[config.mk]
export PLATFORM = sky130hd
export DESIGN_NAME = pulse_peak_heart_rate_top
export DESIGN_NICKNAME = d
export VERILOG_FILES = /design/src/hw/rtl/ppr_pkg.sv /design/src/hw/rtl/ppr_div.sv /design/src/hw/rtl/ppr_queue.sv /design/src/hw/rtl/ppr_front.sv /design/src/hw/rtl/ppr_back.sv /design/src/hw/rtl/pulse_peak_heart_rate_top.sv
export SDC_FILE = /design/constraint.sdc
export NUM_CORES = 2
export LEC_CHECK = 0
export BUFFER_PORTS_ARGS = -buffer_cell sky130_fd_sc_hd__buf_2
export CORE_MARGIN = 2
export CORE_UTILIZATION = 47
export CTS_CLUSTER_SIZE = 16
export DETAILED_ROUTE_END_ITERATION = 10
export PLACE_DENSITY = 0.6
export SLEW_MARGIN = 20
export SYNTH_ARGS = -nofsm -noshare
export SYNTH_HDL_FRONTEND = slang
export SYNTH_SLANG_ARGS = --single-unit
[constraint.sdc]
create_clock -name clk -period 8.13 [get_ports clk]
set_input_delay 0.4065 -clock clk [delete_from_list [all_inputs] [get_ports clk]]
set_output_delay 0.4065 -clock clk [all_outputs]
set_load 0.01 [all_outputs]
[src/hw/rtl/ppr_pkg.sv]
// shared constants, types and state codes of the pulse peak heart-rate block
package ppr_pkg;

    // sample window geometry
    localparam int WINDOW_LEN  = 7;
    localparam int MID_SLOT    = 3;
    localparam int FILL_W      = 3;

    // field widths
    localparam int SAMPLE_W    = 16;
    localparam int TIME_W      = 32;
    localparam int RATE_W      = 8;
    localparam int REFR_W      = 16;

    // rate arithmetic
    localparam logic [15:0] RATE_NUM         = 16'd60000;
    localparam logic [7:0]  RATE_MAX         = 8'd255;
    localparam logic [15:0] REFRACTORY_RESET = 16'd425;

    // rate divider: 16-bit dividend over 32-bit divisor, one bit a cycle
    localparam int DIVIDEND_W  = 16;
    localparam int DIV_STEPS   = 16;
    localparam int DIV_CNT_W   = 4;

    // defaults for top level parameters
    localparam int AVG_COUNT_DEF   = 7;
    localparam int QUEUE_DEPTH_DEF = 4;

    // command passed from the front part to the back part
    typedef struct packed {
        logic              peak;
        logic [TIME_W-1:0] interval;
    } ppr_cmd_t;

    // back part sequencer states
    typedef enum logic [2:0] {
        B_IDLE,
        B_DIV_RATE,
        B_PUSH,
        B_SUM,
        B_DIV_AVG,
        B_OUT
    } ppr_back_state_t;

endpackage

[src/hw/rtl/ppr_div.sv]
// iterative restoring divider, one quotient bit per cycle
module ppr_div
    import ppr_pkg::*;
(
    input  logic                  clk,
    input  logic                  rst_n,
    input  logic                  start,
    input  logic [DIVIDEND_W-1:0] dividend,
    input  logic [TIME_W-1:0]     divisor,
    output logic                  done,
    output logic [DIVIDEND_W-1:0] quotient
);

    logic                  busy_reg, busy_next;
    logic                  done_reg, done_next;
    logic [DIV_CNT_W-1:0]  cnt_reg, cnt_next;
    logic [TIME_W-1:0]     rem_reg, rem_next;
    logic [DIVIDEND_W-1:0] quo_reg, quo_next;
    logic [TIME_W-1:0]     dsr_reg, dsr_next;
    logic [TIME_W:0]       shifted;
    logic [TIME_W:0]       diff;
    logic                  ge;

    // one restoring step
    always_comb
    begin
        shifted = {rem_reg, quo_reg[DIVIDEND_W-1]};
        diff    = shifted - {1'b0, dsr_reg};
        ge      = (shifted >= {1'b0, dsr_reg});
    end

    // sequencing of the steps
    always_comb
    begin
        busy_next = busy_reg;
        done_next = 1'b0;
        cnt_next  = cnt_reg;
        rem_next  = rem_reg;
        quo_next  = quo_reg;
        dsr_next  = dsr_reg;
        if (start)
        begin
            busy_next = 1'b1;
            cnt_next  = DIV_CNT_W'(DIV_STEPS - 1);
            rem_next  = '0;
            quo_next  = dividend;
            dsr_next  = divisor;
        end
        else if (busy_reg)
        begin
            rem_next = ge ? diff[TIME_W-1:0] : shifted[TIME_W-1:0];
            quo_next = {quo_reg[DIVIDEND_W-2:0], ge};
            cnt_next = cnt_reg - 1'b1;
            if (cnt_reg == '0)
            begin
                busy_next = 1'b0;
                done_next = 1'b1;
            end
        end
    end

    // control registers
    always_ff @(posedge clk or negedge rst_n)
    begin
        if (!rst_n)
        begin
            busy_reg <= 1'b0;
            done_reg <= 1'b0;
            cnt_reg  <= '0;
        end
        else
        begin
            busy_reg <= busy_next;
            done_reg <= done_next;
            cnt_reg  <= cnt_next;
        end
    end

    // datapath registers
    always_ff @(posedge clk)
    begin
        rem_reg <= rem_next;
        quo_reg <= quo_next;
        dsr_reg <= dsr_next;
    end

    assign done     = done_reg;
    assign quotient = quo_reg;

endmodule

[src/hw/rtl/ppr_queue.sv]
// short command queue between the front and back parts
module ppr_queue
    import ppr_pkg::*;
#(
    parameter int DEPTH = QUEUE_DEPTH_DEF
)
(
    input  logic     clk,
    input  logic     rst_n,
    input  logic     push,
    input  ppr_cmd_t push_data,
    input  logic     pop,
    output ppr_cmd_t head,
    output logic     full,
    output logic     empty
);

    localparam int PTR_W = (DEPTH > 1) ? $clog2(DEPTH) : 1;
    localparam int CNT_W = $clog2(DEPTH + 1);
    localparam logic [PTR_W-1:0] PTR_LAST = PTR_W'(DEPTH - 1);

    ppr_cmd_t          entry_reg [DEPTH];
    logic [PTR_W-1:0]  wr_ptr_reg, wr_ptr_next;
    logic [PTR_W-1:0]  rd_ptr_reg, rd_ptr_next;
    logic [CNT_W-1:0]  cnt_reg, cnt_next;
    logic              do_push, do_pop;

    assign full    = (cnt_reg == CNT_W'(DEPTH));
    assign empty   = (cnt_reg == '0);
    assign do_push = push && !full;
    assign do_pop  = pop && !empty;
    assign head    = entry_reg[rd_ptr_reg];

    // pointer and count update
    always_comb
    begin
        wr_ptr_next = wr_ptr_reg;
        rd_ptr_next = rd_ptr_reg;
        cnt_next    = cnt_reg;
        if (do_push)
        begin
            wr_ptr_next = (wr_ptr_reg == PTR_LAST) ? '0 : wr_ptr_reg + 1'b1;
        end
        if (do_pop)
        begin
            rd_ptr_next = (rd_ptr_reg == PTR_LAST) ? '0 : rd_ptr_reg + 1'b1;
        end
        if (do_push && !do_pop)
        begin
            cnt_next = cnt_reg + 1'b1;
        end
        else if (do_pop && !do_push)
        begin
            cnt_next = cnt_reg - 1'b1;
        end
    end

    always_ff @(posedge clk or negedge rst_n)
    begin
        if (!rst_n)
        begin
            wr_ptr_reg <= '0;
            rd_ptr_reg <= '0;
            cnt_reg    <= '0;
        end
        else
        begin
            wr_ptr_reg <= wr_ptr_next;
            rd_ptr_reg <= rd_ptr_next;
            cnt_reg    <= cnt_next;
        end
    end

    // entry storage
    always_ff @(posedge clk)
    begin
        if (do_push)
        begin
            entry_reg[wr_ptr_reg] <= push_data;
        end
    end

endmodule

[src/hw/rtl/ppr_front.sv]
// front part: sample window, peak test and refractory check
module ppr_front
    import ppr_pkg::*;
(
    input  logic                clk,
    input  logic                rst_n,
    input  logic                cfg_wr_en,
    input  logic [REFR_W-1:0]   cfg_wr_data,
    input  logic                in_valid,
    input  logic                queue_full,
    input  logic [SAMPLE_W-1:0] sample,
    input  logic [TIME_W-1:0]   timestamp_ms,
    output logic                in_ready,
    output logic                cmd_push,
    output ppr_cmd_t            cmd
);

    logic [REFR_W-1:0]   refr_reg;
    logic [SAMPLE_W-1:0] swin_reg [WINDOW_LEN];
    logic [SAMPLE_W-1:0] swin_next [WINDOW_LEN];
    logic [TIME_W-1:0]   twin_reg [WINDOW_LEN];
    logic [TIME_W-1:0]   twin_next [WINDOW_LEN];
    logic [FILL_W-1:0]   fill_reg, fill_next;
    logic [TIME_W-1:0]   last_peak_reg, last_peak_next;
    logic                win_full;
    logic                accept;
    logic                is_peak;
    logic [SAMPLE_W-1:0] mid;
    logic [TIME_W-1:0]   since_last;
    logic                counted;

    assign in_ready = !queue_full;
    assign accept   = in_valid && !queue_full;
    assign win_full = (fill_reg == FILL_W'(WINDOW_LEN));

    // window after this item: fill upward, then shift down
    always_comb
    begin
        for (int i = 0; i < WINDOW_LEN - 1; i++)
        begin
            if (win_full)
            begin
                swin_next[i] = swin_reg[i + 1];
                twin_next[i] = twin_reg[i + 1];
            end
            else if (fill_reg == FILL_W'(i))
            begin
                swin_next[i] = sample;
                twin_next[i] = timestamp_ms;
            end
            else
            begin
                swin_next[i] = swin_reg[i];
                twin_next[i] = twin_reg[i];
            end
        end
        if (win_full || fill_reg == FILL_W'(WINDOW_LEN - 1))
        begin
            swin_next[WINDOW_LEN-1] = sample;
            twin_next[WINDOW_LEN-1] = timestamp_ms;
        end
        else
        begin
            swin_next[WINDOW_LEN-1] = swin_reg[WINDOW_LEN-1];
            twin_next[WINDOW_LEN-1] = twin_reg[WINDOW_LEN-1];
        end
        fill_next = win_full ? fill_reg : fill_reg + 1'b1;
    end

    // peak test on the middle slot, refractory check on its time
    always_comb
    begin
        mid     = swin_next[MID_SLOT];
        is_peak = (mid >= swin_next[2]) && (mid >= swin_next[1]) && (mid > swin_next[0])
               && (mid >= swin_next[4]) && (mid >= swin_next[5]) && (mid > swin_next[6]);
        since_last     = twin_next[MID_SLOT] - last_peak_reg;
        counted        = is_peak && (since_last > TIME_W'(refr_reg));
        last_peak_next = counted ? twin_next[MID_SLOT] : last_peak_reg;
        cmd_push       = accept;
        cmd.peak       = counted;
        cmd.interval   = since_last;
    end

    // configuration register
    always_ff @(posedge clk or negedge rst_n)
    begin
        if (!rst_n)
        begin
            refr_reg <= REFRACTORY_RESET;
        end
        else if (cfg_wr_en)
        begin
            refr_reg <= cfg_wr_data;
        end
    end

    // window and peak time state
    always_ff @(posedge clk or negedge rst_n)
    begin
        if (!rst_n)
        begin
            for (int i = 0; i < WINDOW_LEN; i++)
            begin
                swin_reg[i] <= '0;
                twin_reg[i] <= '0;
            end
            fill_reg      <= '0;
            last_peak_reg <= '0;
        end
        else if (accept)
        begin
            for (int i = 0; i < WINDOW_LEN; i++)
            begin
                swin_reg[i] <= swin_next[i];
                twin_reg[i] <= twin_next[i];
            end
            fill_reg      <= fill_next;
            last_peak_reg <= last_peak_next;
        end
    end

endmodule

[src/hw/rtl/ppr_back.sv]
// back part: rate division, rate list, averaging and result register
module ppr_back
    import ppr_pkg::*;
#(
    parameter int AVG_COUNT = AVG_COUNT_DEF
)
(
    input  logic              clk,
    input  logic              rst_n,
    input  logic              queue_empty,
    input  ppr_cmd_t          head,
    output logic              cmd_pop,
    input  logic              out_ready,
    output logic              out_valid,
    output logic [RATE_W-1:0] heart_rate,
    output logic              peak_found
);

    localparam int AIDX_W = $clog2(AVG_COUNT);
    localparam int RF_W   = $clog2(AVG_COUNT + 1);
    localparam int SUM_W  = $clog2(AVG_COUNT * 255 + 1);
    localparam logic [AIDX_W-1:0] IDX_LAST = AIDX_W'(AVG_COUNT - 1);

    // mean by reciprocal multiplication, exact over the whole sum range
    localparam int MEAN_SHIFT = SUM_W + AIDX_W;
    localparam int RECIP_W    = MEAN_SHIFT + 1;
    localparam int PROD_W     = SUM_W + RECIP_W;
    localparam logic [RECIP_W-1:0] MEAN_RECIP =
        RECIP_W'(((1 << MEAN_SHIFT) + AVG_COUNT - 1) / AVG_COUNT);

    ppr_back_state_t       state_reg, state_next;
    logic [RATE_W-1:0]     list_reg [AVG_COUNT];
    logic [RATE_W-1:0]     list_next [AVG_COUNT];
    logic [RF_W-1:0]       rfill_reg, rfill_next;
    logic [RATE_W-1:0]     held_reg, held_next;
    logic [AIDX_W-1:0]     idx_reg, idx_next;
    logic [SUM_W-1:0]      sum_reg, sum_next;
    logic                  ovalid_reg, ovalid_next;
    logic [RATE_W-1:0]     orate_reg, orate_next;
    logic                  opeak_reg, opeak_next;
    logic                  list_wr;
    logic                  out_free;
    logic                  rlist_full;
    logic [RATE_W-1:0]     rate;
    logic [RATE_W-1:0]     last_after;
    logic [PROD_W-1:0]     mean_prod;
    logic [RATE_W-1:0]     mean;
    logic                  div_start;
    logic [DIVIDEND_W-1:0] div_dividend;
    logic [TIME_W-1:0]     div_divisor;
    logic                  div_done;
    logic [DIVIDEND_W-1:0] div_quo;

    // divider for the rate
    ppr_div u_div (
        .clk      (clk),
        .rst_n    (rst_n),
        .start    (div_start),
        .dividend (div_dividend),
        .divisor  (div_divisor),
        .done     (div_done),
        .quotient (div_quo)
    );

    assign out_free   = !ovalid_reg || out_ready;
    assign rlist_full = (rfill_reg >= RF_W'(AVG_COUNT));
    assign rate       = (div_quo > DIVIDEND_W'(RATE_MAX)) ? RATE_MAX : div_quo[RATE_W-1:0];
    assign last_after = (rfill_reg >= RF_W'(AVG_COUNT - 1)) ? rate : list_reg[AVG_COUNT-1];

    // truncated mean of the summed list
    assign mean_prod  = PROD_W'(sum_reg) * PROD_W'(MEAN_RECIP);
    assign mean       = mean_prod[MEAN_SHIFT +: RATE_W];

    // rate list after a push: fill upward, then shift out the oldest
    always_comb
    begin
        for (int k = 0; k < AVG_COUNT - 1; k++)
        begin
            if (rlist_full)
            begin
                list_next[k] = list_reg[k + 1];
            end
            else if (rfill_reg[AIDX_W-1:0] == AIDX_W'(k))
            begin
                list_next[k] = rate;
            end
            else
            begin
                list_next[k] = list_reg[k];
            end
        end
        if (rlist_full || rfill_reg == RF_W'(AVG_COUNT - 1))
        begin
            list_next[AVG_COUNT-1] = rate;
        end
        else
        begin
            list_next[AVG_COUNT-1] = list_reg[AVG_COUNT-1];
        end
    end

    // sequencer
    always_comb
    begin
        state_next   = state_reg;
        rfill_next   = rfill_reg;
        held_next    = held_reg;
        idx_next     = idx_reg;
        sum_next     = sum_reg;
        ovalid_next  = ovalid_reg && !out_ready;
        orate_next   = orate_reg;
        opeak_next   = opeak_reg;
        list_wr      = 1'b0;
        cmd_pop      = 1'b0;
        div_start    = 1'b0;
        div_dividend = RATE_NUM;
        div_divisor  = head.interval;
        case (state_reg)
            B_IDLE:
            begin
                if (!queue_empty)
                begin
                    if (head.peak)
                    begin
                        cmd_pop    = 1'b1;
                        div_start  = 1'b1;
                        state_next = B_DIV_RATE;
                    end
                    else if (out_free)
                    begin
                        cmd_pop     = 1'b1;
                        ovalid_next = 1'b1;
                        orate_next  = held_reg;
                        opeak_next  = 1'b0;
                    end
                end
            end
            B_DIV_RATE:
            begin
                if (div_done)
                begin
                    state_next = B_PUSH;
                end
            end
            B_PUSH:
            begin
                list_wr    = 1'b1;
                rfill_next = rlist_full ? rfill_reg : rfill_reg + 1'b1;
                idx_next   = '0;
                sum_next   = '0;
                state_next = (last_after != '0) ? B_SUM : B_OUT;
            end
            B_SUM:
            begin
                sum_next = sum_reg + SUM_W'(list_reg[idx_reg]);
                idx_next = idx_reg + 1'b1;
                if (idx_reg == IDX_LAST)
                begin
                    state_next = B_DIV_AVG;
                end
            end
            B_DIV_AVG:
            begin
                held_next  = mean;
                state_next = B_OUT;
            end
            B_OUT:
            begin
                if (out_free)
                begin
                    ovalid_next = 1'b1;
                    orate_next  = held_reg;
                    opeak_next  = 1'b1;
                    state_next  = B_IDLE;
                end
            end
            default:
            begin
                state_next = B_IDLE;
            end
        endcase
    end

    // control and rate state
    always_ff @(posedge clk or negedge rst_n)
    begin
        if (!rst_n)
        begin
            state_reg  <= B_IDLE;
            rfill_reg  <= '0;
            held_reg   <= '0;
            ovalid_reg <= 1'b0;
            for (int k = 0; k < AVG_COUNT; k++)
            begin
                list_reg[k] <= '0;
            end
        end
        else
        begin
            state_reg  <= state_next;
            rfill_reg  <= rfill_next;
            held_reg   <= held_next;
            ovalid_reg <= ovalid_next;
            if (list_wr)
            begin
                for (int k = 0; k < AVG_COUNT; k++)
                begin
                    list_reg[k] <= list_next[k];
                end
            end
        end
    end

    // datapath registers
    always_ff @(posedge clk)
    begin
        idx_reg   <= idx_next;
        sum_reg   <= sum_next;
        orate_reg <= orate_next;
        opeak_reg <= opeak_next;
    end

    assign out_valid  = ovalid_reg;
    assign heart_rate = orate_reg;
    assign peak_found = opeak_reg;

endmodule

[src/hw/rtl/pulse_peak_heart_rate_top.sv]
// Path: a sample without a counted peak passes the command queue and the result register;
// a counted peak adds the rate division (16 steps), the list push and, when the mean is
// refreshed, a one-entry-a-cycle list sum and the reciprocal mean in state B_DIV_AVG.
// Throughput: the front takes one item a cycle until the command queue is full; the back
// drains one plain item a cycle while m_tready is high, none while a peak item is in work.
// Reset: rst_n clears windows, rate list, held rate and queue; refractory time is 425 ms.
module pulse_peak_heart_rate_top
    import ppr_pkg::*;
#(
    parameter int AVG_COUNT   = AVG_COUNT_DEF,
    parameter int QUEUE_DEPTH = QUEUE_DEPTH_DEF
)
(
    input  logic        clk,
    input  logic        rst_n,
    input  logic        cfg_wr_en,
    input  logic [15:0] cfg_wr_data,   // refractory_ms
    input  logic        s_tvalid,
    output logic        s_tready,
    input  logic [47:0] s_tdata,       // sample [15:0], timestamp_ms [47:16]
    output logic        m_tvalid,
    input  logic        m_tready,
    output logic [7:0]  m_tdata,       // heart_rate [7:0]
    output logic        m_tuser        // peak_found [0]
);

    ppr_cmd_t push_cmd;
    ppr_cmd_t head_cmd;
    logic     cmd_push;
    logic     cmd_pop;
    logic     q_full;
    logic     q_empty;

    // front part
    ppr_front u_front (
        .clk          (clk),
        .rst_n        (rst_n),
        .cfg_wr_en    (cfg_wr_en),
        .cfg_wr_data  (cfg_wr_data),
        .in_valid     (s_tvalid),
        .queue_full   (q_full),
        .sample       (s_tdata[15:0]),
        .timestamp_ms (s_tdata[47:16]),
        .in_ready     (s_tready),
        .cmd_push     (cmd_push),
        .cmd          (push_cmd)
    );

    // command queue
    ppr_queue #(
        .DEPTH (QUEUE_DEPTH)
    ) u_queue (
        .clk       (clk),
        .rst_n     (rst_n),
        .push      (cmd_push),
        .push_data (push_cmd),
        .pop       (cmd_pop),
        .head      (head_cmd),
        .full      (q_full),
        .empty     (q_empty)
    );

    // back part
    ppr_back #(
        .AVG_COUNT (AVG_COUNT)
    ) u_back (
        .clk         (clk),
        .rst_n       (rst_n),
        .queue_empty (q_empty),
        .head        (head_cmd),
        .cmd_pop     (cmd_pop),
        .out_ready   (m_tready),
        .out_valid   (m_tvalid),
        .heart_rate  (m_tdata),
        .peak_found  (m_tuser)
    );

endmodule

Yosys cells after proc, flatten, opt, wreduce, memory -nomap -nowiden
Memory sizes are Yosys's and may differ from the RTL's. Cells that the tools add are included.

Add/subtract/negate cells: 11. Multiply operators: 1. $lt $le $gt $ge: 12. Equal/unequal tests: 29. Mux-type cells: 81. Bitwise operators: 3. Reduce and logical (&&, ||, !) cells: 55.

Operators by type and width (count): $mux W32 (7); $mux W16 (13); $mux W8 (19); $ge A16 B16 Y1 (4); $sub A32 B32 Y32 (2); $eq A3 B3 Y1 const B (11); $ge A33 B32 Y1 (1); $gt A16 B16 Y1 (2); $gt A32 B16 Y1 (1); $reduce_and A2 Y1 (13); $bmux W8 S3 (1); $mux W3 (8); $reduce_bool A2 Y1 (12); $mux W1 (23); $mul A11 B12 Y22 const B (1); $pmux W11 S2 (1); $eq A3 B2 Y1 const B (6); $pmux W3 S6 (1); $gt A16 B8 Y1 const B (1); $pmux W8 S2 (1); $add A3 B1 Y3 const B (4); $logic_and A1 B1 Y1 (12); $logic_not A3 Y1 (4); $add A11 B8 Y11 (1); 21 further kinds (43).

Bits in registers: 478. Memory bits (writable): 132. Output and inout bits: 11. Memories: 1.

Memories: u_queue.entry_reg (words 4, bits a word 33, rd ports 1, clocked after memory_dff 0, wr ports 1, line ppr_queue.sv:22) `ppr_cmd_t entry_reg [DEPTH];`.

Logic depth before layout (Yosys ltp)
Depth in word-level cells: 11. Mapped depth: 29.

By module
Synthesis repeated with hierarchy kept, for this count alone.

Cells, all modules: 3537. Area, all modules: 35248.8 µm².

By module, submodules not included: ppr_front (instances 1, cells an instance 2112, area each 18412.7 µm², seq. area each 7288.2 µm²); ppr_back (instances 1, cells an instance 675, area each 6431.2 µm², seq. area each 2467.4 µm²); ppr_div (instances 1, cells an instance 540, area each 5202.5 µm², seq. area each 2232.1 µm²); ppr_queue (instances 1, cells an instance 210, area each 5202.5 µm², seq. area each 4139.0 µm²).

Worst setup path after synthesis
Ideal clock, no wire load.

Path kind: register to register. From: register u_front.fill_reg[2]. To: register u_front.last_peak_reg[10]. Library setup time: 0.125 ns. Data arrival time: 6.749 ns. Setup slack: 1.256 ns. Cell stages (with the launch flop): 28. Path through: dfrtp_1 > clkbuf_1 > inv_1 > ha_1 > clkbuf_1 > buf_1 > clkbuf_1 > mux2i_1 > o21ai_0 > ha_1 > a21o_1 > or3_4 > or2_1 > a21o_1 > a221o_2 > a31oi_1 > xnor2_1 > ha_1 > nand4_1 > or3_1 > nor2_1 > o22ai_1 > nor4b_1 > nand4bb_1 > or4b_4 > o311a_4 > buf_12 > mux2_4.

RTL lines: start, declared (line ppr_front.sv:23) `logic [FILL_W-1:0] fill_reg, fill_next;`; start signal, assigned (line ppr_front.sv:117) `fill_reg <= fill_next;`; end signal, assigned (line ppr_front.sv:118) `last_peak_reg <= last_peak_next;`; end, declared (line ppr_front.sv:24) `logic [TIME_W-1:0] last_peak_reg, last_peak_next;`.

==> summary.txt <==
Clocking
  – Clock Latency Late Sink: 0.62 ns
  – CTS Buf Count: 70
  – Htree depth: 3
  – CTS Hold Bufs: 7
  – Post-CTS setup buffer count: 0
  – CTS root buffer: clkbuf_16
  – CTS Buffer Depth: 3
  – PostCTS Resize Cnt: 0
  – Clock slew at reported path FFs: 0.06 ns
  – CTS tree: yes
  – Clock sinks: 610

Worst setup path
  – Critical Path AT: 7.61 ns
  – CP max stage delay: 0.61 ns
  – Worst Setup SP: u_front.fill_reg[1]
  – CP Capture Type: flip-flop
  – Critical Path RT: 8.62 ns
  – Startpoint types: flip-flop
  – Kind of critical path: reg2reg
  – CP most frequent cell: ha_1
  – CP Max Fanout: 72
  – R2r startpoint: u_front.fill_reg[1]
  – CP max stage cell: ha_4

Job
  – Max cap viols: 0

Global routing
  – GRT Total Usage: a little over a fifth
  – GR Overflow Total: 0
  – Initial antenna violation count: 3
  – Vias in the first global route: between 20k and 25k
  – Largest net degree at the start of global routing: 210
  – Global-route wire length before repair: about 130 mm

Yosys
  – Seq/Total Area, Yosys: roughly 47%
  – Post-synth top area cell: dfrtp_1
  – Yosys warns: 0
  – Syn Area/Cell: 9.99 µm²
  – Synth area leaders: dfrtp_1 (27%), edfxtp_1 (16%), ha_1 (9.7%)
  – Top_reg_cell synth: dfrtp_1
  – Synth cell types: 86
  – Post-Syn Instances: about 3.4k
  – Post-synth EDFFs: 187
  – Top cells by count, synth: nand2_1 (626), o21ai_0 (392), dfrtp_1 (370)
  – Net count after synthesis: 3784
  – Top-count cell post-synth: nand2_1
  – Post-synthesis cell area: 0.0343 mm²
  – Ys async rst share: 61.5%
  – Seq cells post-synth: 610
  – Synth top area share: 27.0%

Placement
  – Setup slack at placement: ~1.1 ns
  – GP Congestion: 0.864
  – I/O Buffers: 79
  – Final HPWL DP: 53.4 mm

Route
  – Via count: 24.9k
  – WL/cell: 17.7 µm
  – Final WL: 79.1 mm
  – Vias per cell: 5.58
  – DRC: 0
  – First-pass DRT Iterations: 5
  – Drt first-iter violations: roughly 1.7k
  – Number of nets still failing antenna checks after routing: 0

Finish
  – Fin nets: 3810
  – Share of cells above drive strength 1: 10.7%
  – Final core occ: 53.0%
  – Area growth, synth to finish: 11.1%
  – # fillers: 6356
  – Max reg flops: 132

Min path
  – Hold_sp: cfg_wr_data[2]
  – Min-Delay Path Class: in2reg

STA
  – Clk_skew: 0.0299 ns
  – Post-Route Setup TNS: 0 ns
  – Time the worst path needs with I/O delays and setup: between 7 and 8 ns
  – WHS: roughly 0.035 ns
  – Final WS setup: 1.01 ns
  – Slew @ Worst Pin: 1.10 ns
  – # setup viols final: 0
  – Slew margin rel.: 26.1%
  – Maximum clock frequency: 140 MHz
  – Tcrit/Tclk final: 87.6%
  – RSZ-0062 raised after global routing: false
  – Max-slew violation count: 0
  – Final hold violation count: 0

Floorplanning
  – Die area: 0.0751 mm²
  – Core box area: 0.0719 mm²
  – Initial Util: 47.7%
  – Top-level port count: 80
  – Die Height: 274 µm
  – Num rows: 98
  – Die W: 274 µm

Outcome
  – Status: finished, final reports clean
worst max-delay path: cells and delay by family (launching register included):
kind / cells / cell delay, ns
AOI/OAI and AO/OA: 10 / 1.93
xor gates and xnor gates: 1 / 0.44
adders and majority gates: 5 / 1.86
buffers and inverters: 2 / 0.50
DFF: 1 / 0.44
muxes: 1 / 0.38
and+or+nand+nor: 6 / 1.35
path summary, 6_finish.rpt:
kind / end / slack [ns] / cells after the start
setup / recovery: u_front.last_peak_reg[11] / 1.01 / 25
hold / removal: u_front.refr_reg[2] / 0.03 / 3
setup reg to reg: u_front.last_peak_reg[11] / 1.01 / 25
hold reg to reg: u_back.heart_rate[4] / 0.45 / 0
max in group asynchronous: u_front.swin_reg[38] / 5.79 / 4
min in group asynchronous: u_front.twin_reg[18] / 0.40 / 2
placed cells by master, fill, tap and decap left out, types with 7 or more instances in the layout:
master	synthesis	layout
a211oi_1	10	10
a21o_1	80	80
a21oi_1	280	280
a31oi_1	42	41
a32o_1	7	7
and3_1	16	16
buf_2	1	78
buf_4	2	32
bufinv_16	0	10
clkbuf_1	138	14
clkbuf_16	0	71
clkbuf_8	0	13
clkinv_2	0	8
dfrtp_1	370	368
dfxtp_1	48	48
dlygate4sd3_1	0	7
edfxtp_1	187	187
fa_1	19	19
ha_1	266	264
inv_1	153	152
mux2_2	41	41
mux2_4	29	29
mux2i_1	141	141
mux4_2	41	41
nand2_1	626	625
nand2b_1	22	22
nand3_1	17	16
nand4_1	28	28
nor2_1	145	145
nor2b_1	58	58
nor3_1	14	13
nor4_1	9	9
o2111ai_1	8	8
o211ai_1	9	9
o21ai_0	392	392
o21bai_1	9	9
o22a_1	7	7
or3_1	12	11
xnor2_1	55	55
xor2_1	27	27
per-layer routing:
layer | GRT usage [%] | share of wire [%] | up-vias
met5 | 0 | 0 | -
met4 | 6.31 | 2.6 | 0
met3 | 3.34 | 4.1 | 122
met2 | 34.7 | 46 | 470
met1 | 29.7 | 47 | 12100
li1 | - | - | 12200
layout make-up:
class	instances	area (µm²)	share of cell area, %
Tap cell	950	1190	3.12
Antenna cell	2	5.00	0.0132
Sequential cell	610	16000	42.0
Clock inverter	31	430	1.13
Clock buffer	98	2010	5.28
Timing Repair Buffer	121	783	2.06
Inverter	155	582	1.53
Multi-Input combinational cell	2498	17100	44.9
stage by stage:
stage | instance area, µm² | std cells
after floorplan | 34300 | 3430
after global placement | 35500 | 4326
after CTS | 38000 | 4462
final | 38100 | 4465
after detailed placement | 35500 | 4326
after global routing | 38100 | 4465
cell families (layout without fill, tap and decap cells):
family | count (synthesis) | count (layout) | synth area share [%]
mux | 252 | 252 | 9.43
fa+ha+maj | 285 | 285 | 10.8
xor+xnor | 82 | 82 | 2.10
simple gates | 978 | 978 | 12.3
other cells | 0 | 2 | 0
flops | 610 | 610 | 46.6
buf+inv | 322 | 405 | 3.76
compound gates | 901 | 901 | 15.0
Power is not shown: default switching activity piles up to over one toggle a cycle in this logic, so the estimate is an artifact.
